## src/rtl/ptrm_pkg.sv

```systemverilog
// ----------------------------------------------------------------------------
// ptrm_pkg
// Shared widths, constants and divider request and response types of the
// port transmit rate meter.
// ----------------------------------------------------------------------------
package ptrm_pkg;

	localparam int unsigned PORTS_DEF     = 8;
	localparam int unsigned NUM_RATE_REGS = 8;

	localparam int unsigned PORT_W    = 3;
	localparam int unsigned BYTES_W   = 16;
	localparam int unsigned TIME_W    = 64;
	localparam int unsigned LR_W      = 39;
	localparam int unsigned RATE_W    = 53;
	localparam int unsigned UTIL_W    = 14;
	localparam int unsigned SUM_W     = 20;
	localparam int unsigned CNT_W     = 4;
	localparam int unsigned CFG_IDX_W = 3;
	localparam int unsigned THR_W     = 47;

	localparam int unsigned DVD_W  = 54;
	localparam int unsigned DVS_W  = 64;
	localparam int unsigned STEP_W = $clog2(DVD_W);

	localparam logic [CNT_W-1:0]  CLOSE_COUNT  = 4'd10;
	localparam logic [9:0]        WINDOW_SCALE = 10'd1000;
	localparam logic [LR_W-1:0]   RATE_REF     = 39'd100000000000;
	localparam logic [32:0]       BYTE_NS      = 33'd8000000000;
	localparam logic [UTIL_W-1:0] UTIL_FULL    = 14'd10000;
	localparam logic [RATE_W-1:0] RATE_MAX     = '1;

	typedef struct packed {
		logic             start;
		logic [DVD_W-1:0] dividend;
		logic [DVS_W-1:0] divisor;
	} div_req_t;

	typedef struct packed {
		logic             done;
		logic [DVD_W-1:0] quotient;
	} div_rsp_t;

endpackage

```

## src/rtl/ptrm_cfg.sv

```systemverilog
// ----------------------------------------------------------------------------
// ptrm_cfg
// Line rate registers with write decode; a zero rate reads back as one.
// ----------------------------------------------------------------------------
module ptrm_cfg
	import ptrm_pkg::*;
(
	input  logic                 clk,
	input  logic                 arst_n,
	input  logic                 wr_en,
	input  logic [CFG_IDX_W-1:0] wr_index,
	input  logic [LR_W-1:0]      wr_data,
	input  logic [PORT_W-1:0]    rd_port,
	output logic [LR_W-1:0]      line_rate
);

	logic [LR_W-1:0] rate_q [NUM_RATE_REGS];
	logic [LR_W-1:0] raw;

	always_ff @(posedge clk or negedge arst_n) begin
		if (!arst_n) begin
			for (int i = 0; i < NUM_RATE_REGS; i++) begin
				rate_q[i] <= RATE_REF;
			end
		end else if (wr_en) begin
			rate_q[wr_index] <= wr_data;
		end
	end

	assign raw       = rate_q[rd_port];
	assign line_rate = (raw == '0) ? LR_W'(1) : raw;

endmodule

```

## config.mk

```make
export PLATFORM = sky130hd
export DESIGN_NAME = ptrm_cfg
export DESIGN_NICKNAME = d
export VERILOG_FILES = /design/src/rtl/ptrm_pkg.sv /design/src/rtl/ptrm_cfg.sv
export SDC_FILE = /design/constraint.sdc
export NUM_CORES = 1
export LEC_CHECK = 0
export ABC_AREA = 0
export BUFFER_PORTS_ARGS = -buffer_cell sky130_fd_sc_hd__buf_2
export CAP_MARGIN = 5
export CORE_ASPECT_RATIO = 0.75
export CORE_MARGIN = 2
export CORE_UTILIZATION = 39
export CTS_BUF_LIST = sky130_fd_sc_hd__clkbuf_8
export DETAILED_ROUTE_END_ITERATION = 8
export PLACE_DENSITY = 0.53
export SYNTH_ARGS = -nofsm -noshare
export SYNTH_HDL_FRONTEND = slang
export SYNTH_SLANG_ARGS = --single-unit
```

## constraint.sdc

```tcl
create_clock -name clk -period 1.8 [get_ports clk]
set_clock_uncertainty 0.15 [all_clocks]
set_input_delay 0.09 -clock clk [delete_from_list [all_inputs] [get_ports clk]]
set_output_delay 0.09 -clock clk [all_outputs]
set_load 0.02 [all_outputs]
```

==> impl_metrics.toml, run 1 <==
[grt]
grt_pass1_wl_um = 53800
overflow = 0
grt_pass1_vias = 8964
grt_max_degree = 41
grtUsageTotal = 0.184
antenna_found_initial = 1

[drt]
routed_wl_um = 33900
avgViaCountPerCell = 5.17
drt_first_pass_iters = 4
top_layer = "met5"
wl_met3_um = 1120
route.detailed.drc = 0
wl_met1_um = 16400
detail_route.wl_per_cell_um = 21.1
wl_met2_um = 15800
drt-initial-drc-count = 307
ant_nets = 0
vias = 8292

[clock_tree]
ctsLongestPathBuffers = 3
clk_latency_ns = 0.58
path_clk_slew_ns = 0.06
cts_tree = "done"
clock_sinks = 312
cts_max_level = 2
cts_buffers = 52
clock-root-buffer = "clkbuf_8"

[finish]
drive_gt1_frac = 0.711
num-nets-final = 1144
top_regs = "rate_q: 312 flops"
largest_reg_flops = 312
area_delta_synth_final_pct = 27.8
final_area_mm2 = 0.0182
diodes = 0
fill_cells = 3115
fin_cells = 1605
regMostFlops = "rate_q"

[setup_path]
critPathSlowestCell = "mux4_2"
crit_path_end_kind = "output pin"
critPathBufInv = 2
critPathRequiredTime_ns = 1.56
cp.arrival_ns = 2.66
crit_chain = "mux4_2 -> mux2_4 -> nor4_4 -> buf_4 -> and4_4 -> a31o_4 -> buf_6"
critPathLaunchType = "register"
worstSetupPathType = "reg -> out"
slowest_delay_ns = 0.45
critPathMaxFanout = 2
path_delay_family = "multiplexers"

[logic_synthesis]
synthDistinctLibCells = 21
synth_seq_cells = 312
synth_warnings = 0
synth_area_mm2 = 0.0142
syn_nets = 914
yosysSeqAreaShare = 0.559
syn_area_per_cell_um2 = 16.4
synthCells = 866

[sta]
tightest_slew_ns = 0.533
timing.fmax_ghz = 0.345
setup-violations-final = 39
hold_viol_final = 0
finalCriticalPeriod_ns = 2.90
slew_violations = 0
max_slew_margin = 0.643
post-route-period-util = 1.61
rsz0062_at_grt = "true"
setup_ws_ns = -1.10

[die]
rows = 60
coreArea_mm2 = 0.0360
die_area_mm2 = 0.0381
ios = 87
start_util = 0.396
die_w_um = 225
die_y_um = 169

[power_and_ir_drop]
p_leak_nw = 7.86
peakVddDrop_mv = 0.594
power_density_mw_per_mm2 = 1190

[status]
violations = "negative setup slack"
outcome = "finished, violations left"

[min_path]
hp-class = "in -> reg"

[placed_design]
dpl_cell_area_mm2 = 0.0161
globalplace.congestion = 0.702
port-buffer-count = 86
place_hpwl_um = 20300
place_inst = 1459

[job]
maxCapViolations = 0
## worst register-to-register path, cell delays in order (launching register included)
cell and delay [ns]:
dfrtp_1 0.38, buf_4 0.14, mux2_2 0.25
## synthesized netlist by cell type
| cell type | n | share of area |
|---|---|---|
| clkbuf_1 | 21 | 0.0055 |
| mux2_2 | 336 | 0.27 |
| dfstp_2 | 120 | 0.22 |
| nand2b_1 | 1 | 0.00044 |
| buf_6 | 3 | 0.0024 |
| dfrtp_1 | 192 | 0.34 |
| buf_1 | 15 | 0.0040 |
| nand4b_1 | 3 | 0.0018 |
| nor4_1 | 6 | 0.0026 |
| nor3_1 | 3 | 0.0011 |
| inv_1 | 15 | 0.0040 |
| mux4_2 | 63 | 0.10 |
| buf_4 | 3 | 0.0016 |
| nand2_1 | 1 | 0.00026 |
| buf_2 | 13 | 0.0046 |
| a31o_1 | 1 | 0.00062 |
| nor3b_1 | 2 | 0.0011 |
| and2_0 | 1 | 0.00044 |
| mux2i_1 | 61 | 0.043 |
| and4_1 | 1 | 0.00062 |
| nand4_1 | 5 | 0.0022 |
## kinds of logic after synthesis
kind of cell,share of synthesized area
AOI/OAI and AO/OA,0.000615
buffers and inverters,0.0220
DFF,0.559
muxes,0.408
and+or+nand+nor,0.0105
## repair_timing
action                                  in CTS  in global routing
pin swaps                                    2                  3
hold buffers                                41                  0
buffers inserted                            11                 17
endpoints found under the hold margin      616                  0
endpoints found under the setup margin      39                 39
resized for setup                          150                 25
cloned                                       0                  0
## per-stage QoR
| stage | hold WS, ns | power (mW) | setup WS, ns | TNS (ns) | util |
|---|---|---|---|---|---|
| 2_1_floorplan | -0.356 | 12.6 | -0.275 | -0.275 | - |
| 3_3_place_gp | -0.0611 | 14.3 | -0.866 | -3.30 | 0.448 |
| 3_5_place_dp | -0.0641 | 14.4 | -0.873 | -3.05 | 0.448 |
| 4_1_cts | 0.0606 | 21.8 | -1.19 | -17.24 | 0.504 |
| 5_1_grt | 0.0905 | 22.8 | -1.21 | -18.58 | 0.506 |
| 6_report | 0.108 | 21.6 | -1.10 | -15.40 | 0.506 |
## layout by cell type (no fill, tap or decap), types with 28 or more instances in the layout
master,Yosys,final
dfstp_2,120,120
buf_6,3,78
buf_2,13,44
mux2_2,336,313
dfrtp_1,192,192
mux4_2,63,63
dlygate4sd3_1,0,40
mux2i_1,61,61
buf_4,3,40
clkbuf_8,0,71
buf_12,0,28
## per-layer routing
metal | vias up | GRT usage
met3 | 53 | 0.0343
li1 | 3719 | -
met2 | 109 | 0.292
met4 | 2 | 0.0438
met5 | - | 0
met1 | 4409 | 0.263
## power by group
group	switching [mW]	total (mW)	internal (mW)	leakage [nW]
combinational	2.08	5.45	3.37	3.65
clock	2.90	6.41	3.50	0.645
sequential	0.743	9.73	8.99	3.56
total	5.73	21.6	15.9	7.86
## path summary, 6_finish.rpt
| path | startpoint | slack (ns) | end | cells after the start |
|---|---|---|---|---|
| setup / recovery | rate_q[11] | -1.10 | line_rate[0] | 7 |
| hold / removal | wr_index[1] | 0.11 | rate_q[296] | 4 |
| setup reg to reg | rate_q[182] | 0.77 | rate_q[182] | 2 |
| hold reg to reg | rate_q[39] | 0.35 | rate_q[39] | 1 |
| max in group asynchronous | arst_n | 1.00 | rate_q[98] | 3 |
| min in group asynchronous | arst_n | 0.15 | rate_q[30] | 2 |
## cell type report
| class | count | area, um2 | area share |
|---|---|---|---|
| multi-input cells | 484 | 6140 | 0.337 |
| clock buffers | 71 | 977 | 0.0537 |
| clock inverters | 27 | 113 | 0.00618 |
| inverters | 15 | 61.3 | 0.00337 |
| well taps | 465 | 582 | 0.0320 |
| flip-flops and latches | 312 | 7960 | 0.437 |
| repair buffers | 231 | 2370 | 0.130 |
No activity file was read; power rests on OpenSTA's default activity.
==> inputs of run 2 (changes only) <==
clock period = 2.41 ns   (was 1.8 ns; I/O delays follow)
==> impl_metrics.toml, run 2 (synthesized netlist as in run 1, its figures left out) <==
[die]
die_y_um = 169
ios = 87
rows = 60
die_w_um = 225
coreArea_mm2 = 0.0360
die_area_mm2 = 0.0381
start_util = 0.396

[setup_path]
crit_path_end_kind = "output pin"
cp-startpoint = "rate_q[162]"
path_delay_family = "multiplexers"
critPathSlowestCell = "mux4_2"
critPathBufInv = 2
r2r-start = "rate_q[299]"
worstSetupPathType = "reg -> out"
crit_chain = "mux4_2 -> mux2_4 -> nor4_4 -> buf_4 -> and4_4 -> a31o_1 -> buf_6"
regToRegEndpoint = "rate_q[299]"
reg2regPathDepth = 1
cp.arrival_ns = 2.79
critPathMaxFanout = 2
rrSetupSlack_ns = 1.49
critPathRequiredTime_ns = 2.14
critPathLaunchType = "register"
slowest_delay_ns = 0.46

[drt]
detail_route.wl_per_cell_um = 21.7
avgViaCountPerCell = 5.22
ant_nets = 0
drt_first_pass_iters = 4
route.detailed.drc = 0
drt-initial-drc-count = 315
routed_wl_um = 34200
vias = 8238

[grt]
grt_max_degree = 48
grt_pass1_wl_um = 54700
overflow = 0
grtUsageTotal = 0.188
grt_pass1_vias = 8875
antenna_found_initial = 1

[min_path]
hp-class = "in -> reg"
min_from = "wr_en"
holdPathEnd = "rate_q[13]"
holdPathStages = 3

[finish]
top_regs = "rate_q: 312 flops"
layout_common_cells = "mux2_2, dfrtp_1, dfstp_2"
layout_commonest_cell = "mux2_2"
drive_gt1_frac = 0.684
regMostFlops = "rate_q"
area_delta_synth_final_pct = 22.4
diodes = 0
num-nets-final = 1118
fin_cells = 1577
largest_reg_flops = 312

[sta]
finalCriticalPeriod_ns = 3.06
post-route-period-util = 1.27
rsz0062_at_grt = "true"
setup_ws_ns = -0.646
max_slew_margin = 0.707
slew_violations = 0
timing.fmax_ghz = 0.327
tightest_slew_ns = 0.439
hold_viol_final = 0
hold_ws_ns = 0.0718
setup-violations-final = 1

[power_and_ir_drop]
power_density_mw_per_mm2 = 877
p_leak_nw = 7.52
peakVddDrop_mv = 0.410

[placed_design]
port-buffer-count = 86
globalplace.congestion = 0.690
place_hpwl_um = 20000
place_inst = 1441

[clock_tree]
clock_sinks = 312
cts_tree = "done"
cts_max_level = 2
cts_buffers = 51
ctsLongestPathBuffers = 3
clk_latency_ns = 0.58
path_clk_slew_ns = 0.06
clock-root-buffer = "clkbuf_8"

[status]
violations = "negative setup slack"
outcome = "finished, violations left"

[job]
maxCapViolations = 0
## run 2: cell count changes in the layout (fill, tap and decap cells not counted), sizes merged
cell	before	now
clkbuf	71	66
buf	191	166
inv	39	41
clkinvlp	1	0
clkinv	2	3
## run 2: stage by stage
stage	TNS, ns	power, mW	setup slack, ns	util	instance area, um2
2_1_floorplan	0	9.42	0.171	-	14200
3_3_place_gp	-0.272	10.7	-0.272	0.443	15900
3_5_place_dp	-0.300	10.8	-0.300	0.443	15900
4_1_cts	-0.742	15.5	-0.699	0.485	17400
5_1_grt	-0.730	16.2	-0.730	0.485	17400
6_report	-0.646	15.3	-0.646	0.485	17400
## run 2: how the worst max path moves through the flow
stage          cells after the start  slack (ns)            to
3_3_place_gp                       9       -0.27  line_rate[0]
3_5_place_dp                       9       -0.30  line_rate[0]
6_report                           7       -0.65  line_rate[0]
4_1_cts                            7       -0.70  line_rate[0]
5_1_grt                            7       -0.73  line_rate[0]
2_1_floorplan                      7        0.17  line_rate[0]
## run 2: power by group
part | leakage (nW) | internal (mW) | switching [mW] | total, mW
logic | 3.33 | 2.05 | 1.42 | 3.47
registers | 3.56 | 6.72 | 0.560 | 7.28
clock network | 0.625 | 2.44 | 2.10 | 4.54
## run 2: layout make-up
cell class	count	area [um2]
repair buffers	206	1790
fillers	3109	18500
flip-flops and latches	312	7960
inverters	15	56.3
multi-input cells	484	6030
clock buffers	66	908
well taps	465	582
clock inverters	29	113
## run 2: timing repair
item	CTS	global route
hold endpoints to repair	556	0
resized for setup	11	4
setup buffers	1	0
hold buffers	41	0
pin swaps	2	2
endpoints found under the setup margin	1	4
## run 2: routing by layer
metal / track usage / wire length (um) / part of all wire / vias to the layer above
li1: - / - / - / 3671
met5: 0 / 15 / 0.00044 / -
met4: 0.0446 / 530 / 0.016 / 2
met1: 0.278 / 17200 / 0.50 / 4400
met3: 0.0346 / 1110 / 0.032 / 49
met2: 0.287 / 15300 / 0.45 / 116
