File: src/rtl/ptrm_pkg.sv
// ----------------------------------------------------------------------------
// ptrm_pkg
// Shared widths, constants and divider request and response types of the
// port transmit rate meter.
// ----------------------------------------------------------------------------
package ptrm_pkg;

	localparam int unsigned PORTS_DEF     = 8;
	localparam int unsigned NUM_RATE_REGS = 8;

	localparam int unsigned PORT_W    = 3;
	localparam int unsigned BYTES_W   = 16;
	localparam int unsigned TIME_W    = 64;
	localparam int unsigned LR_W      = 39;
	localparam int unsigned RATE_W    = 53;
	localparam int unsigned UTIL_W    = 14;
	localparam int unsigned SUM_W     = 20;
	localparam int unsigned CNT_W     = 4;
	localparam int unsigned CFG_IDX_W = 3;
	localparam int unsigned THR_W     = 47;

	localparam int unsigned DVD_W  = 54;
	localparam int unsigned DVS_W  = 64;
	localparam int unsigned STEP_W = $clog2(DVD_W);

	localparam logic [CNT_W-1:0]  CLOSE_COUNT  = 4'd10;
	localparam logic [9:0]        WINDOW_SCALE = 10'd1000;
	localparam logic [LR_W-1:0]   RATE_REF     = 39'd100000000000;
	localparam logic [32:0]       BYTE_NS      = 33'd8000000000;
	localparam logic [UTIL_W-1:0] UTIL_FULL    = 14'd10000;
	localparam logic [RATE_W-1:0] RATE_MAX     = '1;

	typedef struct packed {
		logic             start;
		logic [DVD_W-1:0] dividend;
		logic [DVS_W-1:0] divisor;
	} div_req_t;

	typedef struct packed {
		logic             done;
		logic [DVD_W-1:0] quotient;
	} div_rsp_t;

endpackage

File: src/rtl/ptrm_div.sv
// ----------------------------------------------------------------------------
// ptrm_div
// Restoring bit-serial divider, one quotient bit per cycle.
// ----------------------------------------------------------------------------
module ptrm_div
	import ptrm_pkg::*;
(
	input  logic     clk,
	input  logic     arst_n,
	input  div_req_t req,
	output div_rsp_t rsp
);

	logic [DVS_W-1:0]  rem_q;
	logic [DVS_W-1:0]  dvs_q;
	logic [DVD_W-1:0]  quo_q;
	logic [STEP_W-1:0] step_q;
	logic              busy_q;
	logic              done_q;
	logic [DVS_W:0]    trial;
	logic [DVS_W+1:0]  diff;
	logic              fits;

	assign trial = {rem_q, quo_q[DVD_W-1]};
	assign diff  = {1'b0, trial} - {2'b00, dvs_q};
	assign fits  = !diff[DVS_W+1];

	always_ff @(posedge clk or negedge arst_n) begin
		if (!arst_n) begin
			busy_q <= 1'b0;
			done_q <= 1'b0;
			step_q <= '0;
		end else begin
			done_q <= 1'b0;
			if (req.start) begin
				busy_q <= 1'b1;
				step_q <= '0;
			end else if (busy_q) begin
				step_q <= step_q + 1'b1;
				if (step_q == STEP_W'(DVD_W - 1)) begin
					busy_q <= 1'b0;
					done_q <= 1'b1;
				end
			end
		end
	end

	always_ff @(posedge clk) begin
		if (req.start) begin
			rem_q <= '0;
			quo_q <= req.dividend;
			dvs_q <= req.divisor;
		end else if (busy_q) begin
			rem_q <= fits ? diff[DVS_W-1:0] : trial[DVS_W-1:0];
			quo_q <= {quo_q[DVD_W-2:0], fits};
		end
	end

	assign rsp.done     = done_q;
	assign rsp.quotient = quo_q;

endmodule

File: config.mk
export PLATFORM = sky130hd
export DESIGN_NAME = ptrm_div
export DESIGN_NICKNAME = d
export VERILOG_FILES = /design/src/rtl/ptrm_pkg.sv /design/src/rtl/ptrm_div.sv
export SDC_FILE = /design/constraint.sdc
export NUM_CORES = 1
export LEC_CHECK = 0
export BUFFER_PORTS_ARGS = -buffer_cell sky130_fd_sc_hd__buf_2
export CELL_PAD_IN_SITES_DETAIL_PLACEMENT = 1
export CELL_PAD_IN_SITES_GLOBAL_PLACEMENT = 1
export CORE_UTILIZATION = 35
export DETAILED_ROUTE_END_ITERATION = 12
export PLACE_DENSITY_LB_ADDON = 0.1
export SETUP_SLACK_MARGIN = 0.02
export SKIP_LAST_GASP = 1
export SLEW_MARGIN = 20
export SYNTH_ARGS = -nofsm -noshare
export SYNTH_HDL_FRONTEND = slang
export SYNTH_SLANG_ARGS = --single-unit
export TNS_END_PERCENT = 10
File: constraint.sdc
create_clock -name clk -period 2.9 [get_ports clk]
set_input_delay 0.29 -clock clk [delete_from_list [all_inputs] [get_ports clk]]
set_output_delay 0.29 -clock clk [all_outputs]
set_load 0.05 [all_outputs]
==> flow_metrics.env, run 1 <==
export IMPL_status="finished with violations"
export IMPL_violations="setup timing"
export IMPL_fp_coreArea_sq_um=31800
export IMPL_antenna_cells=0
export IMPL_synth_edf_count=118
export IMPL_p_sw_uw=6370
export IMPL_nets=1827
export IMPL_nFillCells=3678
export IMPL_start_util=0.358
export IMPL_startpoint="dvs_q[16]"
export IMPL_p_comb_frac=0.599
export IMPL_r2r_start="dvs_q[16]"
export IMPL_critPathArrivalTime_ns=3.71
export IMPL_tightestPinTransition_ns=0.849
export IMPL_yosysTopAreaCellShare=0.311
export IMPL_skew_ns=0.0181
export IMPL_crit_chain="inv_1, ha_1, nand4_1, nor3_1, nand2_1, a31oi_1, nor3_1, a21o_1, o31ai_4, or4b_1, mux2_4, a211oi_2"
export IMPL_postSynthCellCount=1178
export IMPL_dieArea_sq_um=33300
export IMPL_synth_area_per_cell_sq_um=9.67
export IMPL_grt_pass1_vias=11000
export IMPL_netlist_top_cells_area="edfxtp_1 (31%), dfxtp_1 (11%), ha_1 (7.3%), mux2_2 (5.4%), a21oi_1 (5.2%)"
export IMPL_synth_main_ff_cell="edfxtp_1"
export IMPL_power_density_nw_per_um2=963
export IMPL_finalCriticalPeriod_ns=3.32
export IMPL_seq_area_frac_synth=0.441
export IMPL_antenna_left=0
export IMPL_dpl_cell_count=1964
export IMPL_clkSinkCount=190
export IMPL_critPathBufInv=1
export IMPL_finalSetupTns_ns=-14.40
export IMPL_clk_latency_ns=0.47
export IMPL_drt_pre_antenna_iters=4
export IMPL_synth_fp_nets=1366
export IMPL_p_int_uw=9320
export IMPL_p_sw_frac=0.406
export IMPL_rsz0062_at_grt="yes"
export IMPL_cts_tree="yes"
export IMPL_clkTransAtPathRegs_ns=0.08
export IMPL_ys_types=68
export IMPL_grt_pass1_wl_microns=56700
export IMPL_port_buffers=175
export IMPL_h_tree_depth=4
export IMPL_dp_hpwl_microns=26400
export IMPL_first_iter_violations=353
export IMPL_grt_max_degree=75
export IMPL_maxSlewViolCount=0
export IMPL_slew_headroom=0.428
export IMPL_viasPerCell=5.03
export IMPL_worstSetupPathType="reg2reg"
export IMPL_ios=176
export IMPL_drc=0
export IMPL_routed_wirelength_microns=35800
export IMPL_timing_hold_violations_final=0
export IMPL_pwr_share_seq=0.244
export IMPL_syn_cell_area_sq_um=11400
export IMPL_pre_cts_ws_ns=-0.532
export IMPL_wire_per_inst_microns=17.2
export IMPL_root_buffer="clkbuf_16"
export IMPL_cp_slowest_cell="or4b_1"
export IMPL_die_y_microns=182
export IMPL_synth_seq_cells=190
export IMPL_crit_path_max_incr_delay_ns=0.49
export IMPL_numCtsBuffers=17
export IMPL_overflow=0
export IMPL_fmax_mhz=301
export IMPL_ir_drop_mv=0.541
export IMPL_yosys_warnings=0
export IMPL_grt_usage=0.216
export IMPL_rows=65
export IMPL_critPathCaptureType="flip-flop"
export IMPL_area_growth_pct=43.1
export IMPL_antenna_found_initial=0
export IMPL_setup_violations=65
export IMPL_crit_top_cell="nor3_1"
export IMPL_cts_buffer_depth=2
export IMPL_ys_async_sr_fraction=0.0421
export IMPL_worstHoldStart="req[0]"
export IMPL_synth_top_area_cell="edfxtp_1"
export IMPL_required_ns=3.29
export IMPL_final_layout_size_suffix_gt1_frac=0.364
export IMPL_die_width_microns=182
export IMPL_routed_via_count=10500
export IMPL_post_route_period_util=1.15
export IMPL_power_leakage_uw=0.00747
export IMPL_fin_ws_ns=-0.421
export IMPL_place_gp_congestion=0.846
export IMPL_crit_family="simple AND/OR/NAND/NOR gates"
export IMPL_final_cells=2087
export IMPL_startpoint_type="flip-flop"
export IMPL_path_max_fanout=5
export IMPL_hp_class="in2reg"
export IMPL_maxCapViolations=0
export IMPL_power_frac_clock=0.157
[final timing paths]
path	depth (start not counted)	end	slack [ns]
setup reg to reg	12	rem_q[59]	-0.42
hold / removal	1	dvs_q[0]	0.04
max in group asynchronous	2	busy_q	2.46
min in group asynchronous	2	done_q	0.22
setup / recovery	12	rem_q[59]	-0.42
hold reg to reg	2	rem_q[21]	0.51
[state kept, by name, summed over array words and instances (netlist names)]
name and cells:
dvs_q 64, rem_q 64, quo_q 54, step_q 6, busy_q 1, done_q 1
[placed cells by master (no fill, tap or decap), drive strengths merged, types with 10 or more instances in the layout]
| cell | netlist | routed |
|---|---|---|
| buf | 16 | 445 |
| mux2i | 21 | 21 |
| nand3 | 14 | 14 |
| nor2 | 131 | 131 |
| mux2 | 59 | 59 |
| a211oi | 57 | 57 |
| clkbuf | 51 | 20 |
| o21bai | 14 | 14 |
| a21oi | 119 | 119 |
| a21o | 31 | 31 |
| ha | 66 | 66 |
| dfxtp | 64 | 64 |
| xnor2 | 33 | 33 |
| nand4 | 21 | 21 |
| xor2 | 25 | 25 |
| a31oi | 14 | 14 |
| dlygate4sd3 | 0 | 62 |
| and3 | 10 | 10 |
| o21ai | 44 | 44 |
| inv | 84 | 91 |
| edfxtp | 118 | 118 |
| nor3 | 12 | 12 |
| nand2 | 65 | 65 |
[area by class of cell]
cell class	instances	area (sq um)	area share
Tap cell	435	544	0.0334
Timing Repair Buffer	509	3700	0.227
Clock buffer	18	429	0.0263
Multi-Input combinational cell	837	6110	0.375
Clock inverter	14	173	0.0106
Inverter	84	315	0.0194
Sequential cell	190	5030	0.309
[kinds of logic (layout without fill, tap and decap cells)]
family	Yosys count	in the layout	share of synthesized area
simple gates	297	297	0.120
buf+inv	151	625	0.0522
compound gates	335	335	0.191
mux	80	80	0.0771
fa+ha+maj	67	67	0.0743
xor+xnor	58	58	0.0446
flops	190	190	0.441
[Yosys cell counts (all sizes together) (4+ instances only)]
master,instances
nor2,131
a21oi,119
edfxtp,118
inv,84
ha,66
nand2,65
dfxtp,64
mux2,59
a211oi,57
clkbuf,51
o21ai,44
xnor2,33
a21o,31
xor2,25
mux2i,21
nand4,21
buf,16
a31oi,14
nand3,14
o21bai,14
nor3,12
and3,10
nand2b,9
dfrtp,8
nor2b,8
and2,7
a211o,6
nor4,5
o21a,5
a21boi,4
a221oi,4
and4,4
o211ai,4
o22ai,4
o31ai,4
[power groups by stage]
stage | clock, uW | combinational (uW) | sequential, uW
2_1_floorplan | 0 | 4580 | 4110
3_3_place_gp | 0 | 8310 | 3830
3_5_place_dp | 0 | 8440 | 3850
4_1_cts | 2540 | 8900 | 3820
5_1_grt | 2620 | 10200 | 3900
6_report | 2460 | 9400 | 3830
[through the flow]
| stage | hold WS [ns] | util | area [sq um] | total power [uW] |
|---|---|---|---|---|
| global route | 0.0196 | 0.512 | 16300 | 16700 |
| CTS | 0.0147 | 0.502 | 16000 | 15300 |
| floorplan | -0.00559 | - | 11400 | 8690 |
| detailed placement | 0.163 | 0.455 | 14500 | 12300 |
| finish | 0.0381 | 0.512 | 16300 | 15700 |
| global placement | 0.163 | 0.455 | 14500 | 12100 |
[what timing repair did]
| action | 4_1_cts | 5_1_grt |
|---|---|---|
| pin swaps | 29 | 30 |
| hold buffers | 62 | 0 |
| setup buffers | 13 | 15 |
| endpoints found under the setup margin | 65 | 65 |
| hold endpoints to repair | 69 | 0 |
| cloned | 0 | 2 |
| resized for setup | 31 | 42 |
[per-layer routing]
metal / track usage / vias up / wire length (microns)
met5: 0 / - / 0
li1: - / 5226 / -
met1: 0.272 / 5096 / 16600
met3: 0.0525 / 25 / 1420
met2: 0.369 / 156 / 17400
met4: 0.0588 / 0 / 414
Note: power is estimated with default switching activity, not from simulation.
==> run 2: changes to the inputs <==
REMOVE_ABC_BUFFERS = 1   (was default)
==> flow_metrics.env, run 2 (same netlist as run 1, synthesis figures left out) <==
export IMPL_reg_top3="dvs_q (64), rem_q (64), quo_q (54)"
export IMPL_ios=176
export IMPL_fp_coreArea_sq_um=31800
export IMPL_p_comb_frac=0.598
export IMPL_pwr_share_seq=0.244
export IMPL_fin_area_sq_um=16500
export IMPL_skew_ns=0.0208
export IMPL_viasPerCell=4.99
export IMPL_area_growth_pct=44.6
export IMPL_clkTransAtPathRegs_ns=0.08
export IMPL_routed_via_count=10500
export IMPL_power_density_nw_per_um2=954
export IMPL_cts_tree="yes"
export IMPL_p_int_uw=9400
export IMPL_grt_pass1_wl_microns=56700
export IMPL_dpl_cell_count=1979
export IMPL_placed_area_sq_um=14500
export IMPL_place_gp_congestion=0.829
export IMPL_fin_ws_ns=-0.426
export IMPL_status="finished with violations"
export IMPL_required_ns=3.29
export IMPL_maxSlewViolCount=0
export IMPL_grt_usage=0.214
export IMPL_tightestPinTransition_ns=0.798
export IMPL_clkSinkCount=190
export IMPL_antenna_cells=0
export IMPL_final_common_cell="buf_4"
export IMPL_rows=65
export IMPL_drc=0
export IMPL_slew_headroom=0.468
export IMPL_worstSetupPathType="reg2reg"
export IMPL_final_cells=2101
export IMPL_startpoint_type="flip-flop"
export IMPL_maxCapViolations=0
export IMPL_fmax_mhz=301
export IMPL_grt_max_degree=102
export IMPL_grt_pass1_vias=11300
export IMPL_timing_hold_violations_final=0
export IMPL_cts_buffer_depth=2
export IMPL_hp_class="in2reg"
export IMPL_ir_drop_mv=0.545
export IMPL_die_width_microns=182
export IMPL_p_sw_frac=0.402
export IMPL_clk_latency_ns=0.46
export IMPL_post_route_period_util=1.15
export IMPL_violations="setup timing"
export IMPL_critPathCaptureType="flip-flop"
export IMPL_multiInputGateArea_sq_um=6210
export IMPL_port_buffers=175
export IMPL_final_util=0.518
export IMPL_p_total_uw=15700
export IMPL_finalCriticalPeriod_ns=3.33
export IMPL_fin_hold_ws_ns=0.0284
export IMPL_power_frac_clock=0.158
export IMPL_dp_hpwl_microns=25400
export IMPL_drt_pre_antenna_iters=4
export IMPL_critPathArrivalTime_ns=3.72
export IMPL_setup_violations=65
export IMPL_wire_per_inst_microns=16.6
export IMPL_h_tree_depth=4
export IMPL_most_common_layout_cells="buf_4 (268), buf_2 (174), nor2_1 (128)"
export IMPL_die_y_microns=182
export IMPL_nFillCells=3633
export IMPL_root_buffer="clkbuf_16"
export IMPL_rsz0062_at_grt="yes"
export IMPL_overflow=0
export IMPL_dieArea_sq_um=33300
export IMPL_antenna_left=0
export IMPL_routed_wirelength_microns=34800
export IMPL_antenna_found_initial=0
export IMPL_first_iter_violations=399
export IMPL_numCtsBuffers=17
export IMPL_nets=1841
export IMPL_power_leakage_uw=0.00750
export IMPL_final_layout_size_suffix_gt1_frac=0.374
export IMPL_seqCellArea_sq_um=5030
export IMPL_path_max_fanout=3
export IMPL_start_util=0.358
export IMPL_p_sw_uw=6310
-- run 2: cell count changes in the layout (fill, tap and decap cells not counted), moves of 4 or more --
cell / previous run / this run
buf_4: 254 / 268
ha_4: 9 / 14
buf_6: 8 / 12
a21oi_1: 102 / 108
ha_1: 56 / 51
a21oi_2: 13 / 9
-- run 2: worst paths after layout --
kind | end | cells after the start | slack (ns) | start
max | rem_q[60] | 14 | -0.43 | quo_q[53]
min | dvs_q[30] | 1 | 0.03 | req[30]
max reg2reg | rem_q[60] | 14 | -0.43 | quo_q[53]
min reg2reg | rem_q[37] | 2 | 0.51 | rem_q[37]
max in group asynchronous | busy_q | 2 | 2.52 | arst_n
min in group asynchronous | step_q[0] | 2 | 0.19 | arst_n
-- run 2: routing by layer --
layer  up-vias  track usage  routed length, microns
met4         0       0.0595                     510
met5         -            0                       0
met2       197        0.377                   17300
met1      5029        0.262                   15600
li1       5236            -                       -
met3        32       0.0451                    1400
-- run 2: final cells by class --
class,instances,share of cell area
multi-input cells,837,0.377
flip-flops and latches,190,0.306
repair buffers,523,0.228
well taps,435,0.0331
clock buffers,18,0.0261
inverters,84,0.0192
clock inverters,14,0.0104
-- run 2: critical path, cell delays in order, from the launching register on --
cell      delay [ns]
edfxtp_1        0.40
inv_1           0.08
ha_2            0.19
inv_2           0.04
fa_2            0.34
a21o_1          0.18
a221o_1         0.36
a32oi_2         0.25
nand4b_1        0.15
a31o_2          0.25
a211o_1         0.33
a41oi_2         0.21
nor2_1          0.07
mux2_2          0.28
a21oi_2         0.13
-- run 2: metrics by stage --
stage               setup TNS (ns)  setup WS, ns
floorplan                  -199.19         -2.50
global placement            -19.60        -0.485
detailed placement          -25.53        -0.579
CTS                         -18.61        -0.471
global route                -28.45        -0.605
finish                      -16.09        -0.426
-- run 2: power by group through the flow --
stage	combinational [uW]	sequential (uW)	clock, uW
floorplan	4390	4100	0
global placement	8380	3820	0
detailed placement	8520	3830	0
CTS	9150	3820	2560
global route	10300	3900	2660
finish	9390	3830	2490
-- run 2: timing repair --
item,in CTS,in global routing
pin swaps,36,26
setup endpoints to repair,65,65
gates resized for setup,58,34
hold buffers,63,1
gates cloned,0,0
buffers inserted,17,9
hold endpoints to repair,70,1
==> run 3: changes to the inputs <==
CELL_PAD_IN_SITES_DETAIL_PLACEMENT = 0   (was 1)
==> flow_metrics.env, run 3 (same netlist as run 1, synthesis figures left out) <==
export IMPL_r2r_end="rem_q[59]"
export IMPL_hold_end="dvs_q[41]"
export IMPL_rr_worst_depth=12
export IMPL_area_growth_pct=40.9
export IMPL_port_buffers=175
export IMPL_drc=0
export IMPL_drt_pre_antenna_iters=5
export IMPL_final_layout_size_suffix_gt1_frac=0.350
export IMPL_routed_wirelength_microns=30500
export IMPL_viasPerCell=4.91
export IMPL_worstSetupPathType="reg2reg"
export IMPL_r2r_start="dvs_q[9]"
export IMPL_root_buffer="clkbuf_16"
export IMPL_violations="setup timing"
export IMPL_fmax_mhz=302
export IMPL_final_common_cell="buf_4"
export IMPL_die_y_microns=182
export IMPL_maxCapViolations=0
export IMPL_dieArea_sq_um=33300
export IMPL_power_leakage_uw=0.00735
export IMPL_tightestPinTransition_ns=0.749
export IMPL_setup_violations=65
export IMPL_clk_latency_ns=0.45
export IMPL_grt_pass1_vias=10200
export IMPL_clkSinkCount=190
export IMPL_dp_hpwl_microns=23100
export IMPL_grt_pass1_wl_microns=50300
export IMPL_ir_drop_mv=0.502
export IMPL_antenna_left=0
export IMPL_critPathArrivalTime_ns=3.69
export IMPL_overflow=0
export IMPL_timing_hold_violations_final=0
export IMPL_maxSlewViolCount=0
export IMPL_status="finished with violations"
export IMPL_critPathCaptureType="flip-flop"
export IMPL_finalCriticalPeriod_ns=3.32
export IMPL_grt_usage=0.188
export IMPL_crit_chain="inv_2, ha_4, and4_4, nand2_2, a211o_1, a31oi_1, nor3_2, a21o_1, o31ai_4, or4b_4, mux2_4, a211oi_2"
export IMPL_wire_per_inst_microns=14.7
export IMPL_start_util=0.358
export IMPL_cts_buffer_depth=2
export IMPL_rrSetupSlack_ns=-0.42
export IMPL_skew_ns=0.0171
export IMPL_final_cells=2078
export IMPL_seqCellArea_sq_um=5030
export IMPL_finalSetupTns_ns=-13.34
export IMPL_nFillCells=3042
export IMPL_place_gp_congestion=0.829
export IMPL_hp_class="in2reg"
export IMPL_final_util=0.504
export IMPL_routed_via_count=10200
export IMPL_antenna_found_initial=0
export IMPL_fp_coreArea_sq_um=31800
export IMPL_ios=176
export IMPL_cts_tree="yes"
export IMPL_most_common_layout_cells="buf_4 (258), buf_2 (174), nor2_1 (130)"
export IMPL_whs_path_depth=1
export IMPL_fin_ws_ns=-0.416
export IMPL_fin_area_sq_um=16000
export IMPL_path_max_fanout=3
export IMPL_worstHoldStart="req[41]"
export IMPL_dpl_cell_count=1979
export IMPL_h_tree_depth=4
export IMPL_die_width_microns=182
export IMPL_grt_max_degree=102
export IMPL_multiInputGateArea_sq_um=6030
export IMPL_placed_area_sq_um=14500
export IMPL_required_ns=3.27
export IMPL_rsz0062_at_grt="yes"
export IMPL_slew_headroom=0.500
export IMPL_post_route_period_util=1.14
export IMPL_startpoint_type="flip-flop"
export IMPL_numCtsBuffers=17
export IMPL_reg_top3="dvs_q (64), rem_q (64), quo_q (54)"
export IMPL_rows=65
export IMPL_cp_slowest_cell="or4b_4"
export IMPL_crit_path_max_incr_delay_ns=0.52
export IMPL_first_iter_violations=433
export IMPL_clkTransAtPathRegs_ns=0.07
export IMPL_power_density_nw_per_um2=928
export IMPL_antenna_cells=0
export IMPL_nets=1818
export IMPL_p_total_uw=14900
[run 3: per-layer routing]
metal / GRT usage / share of wire / vias up
li1: - / - / 5210
met1: 0.247 / 0.48 / 4744
met2: 0.313 / 0.46 / 210
met3: 0.0379 / 0.043 / 30
met4: 0.0571 / 0.017 / 0
met5: 0 / 0 / -
[run 3: area by class of cell]
class	instances	share of cell area
multi-input combinational	837	0.376
sequential	190	0.313
timing repair buffer	500	0.222
tap	435	0.0339
clock buffer	22	0.0290
inverter	84	0.0197
clock inverter	10	0.00640
[run 3: what timing repair did]
item / in CTS / in global routing
setup endpoints to repair: 65 / 65
gates resized for setup: 24 / 24
hold buffers: 60 / 0
pin swaps: 27 / 10
cloned: 0 / 0
endpoints found under the hold margin: 67 / 0
setup buffers: 2 / 5
[run 3: power breakdown]
| group | internal, uW | switching [uW] | total (uW) | leakage (uW) |
|---|---|---|---|---|
| Clock | 1250 | 1080 | 2340 | 0.000277 |
| Combinational | 4370 | 4370 | 8740 | 0.00525 |
| Sequential | 3450 | 353 | 3810 | 0.00183 |
| Total | 9070 | 5810 | 14900 | 0.00735 |
[run 3: critical path: cells and delay by family, from the launching register on]
kind / cells / cell delay (ns)
AOI/OAI and AO/OA: 5 / 1.28
and+or+nand+nor: 4 / 0.91
DFF: 1 / 0.40
muxes: 1 / 0.32
adders and majority gates: 1 / 0.27
buffers and inverters: 1 / 0.07
[run 3: worst max-delay path by stage]
| stage | startpoint | endpoint | slack (ns) |
|---|---|---|---|
| after global routing | quo_q[53] | rem_q[16] | -0.59 |
| after CTS | quo_q[53] | rem_q[60] | -0.44 |
| after floorplan | dvs_q[34] | rem_q[52] | -2.50 |
| after global placement | quo_q[53] | rem_q[29] | -0.48 |
| final | dvs_q[9] | rem_q[59] | -0.42 |
| after detailed placement | quo_q[53] | rem_q[60] | -0.55 |
[run 3: through the flow]
step / hold WS, ns / setup slack [ns]
global placement: 0.149 / -0.485
global route: 0.00709 / -0.587
finish: 0.0267 / -0.416
detailed placement: 0.144 / -0.552
floorplan: -0.00559 / -2.50
CTS: 0.000330 / -0.443
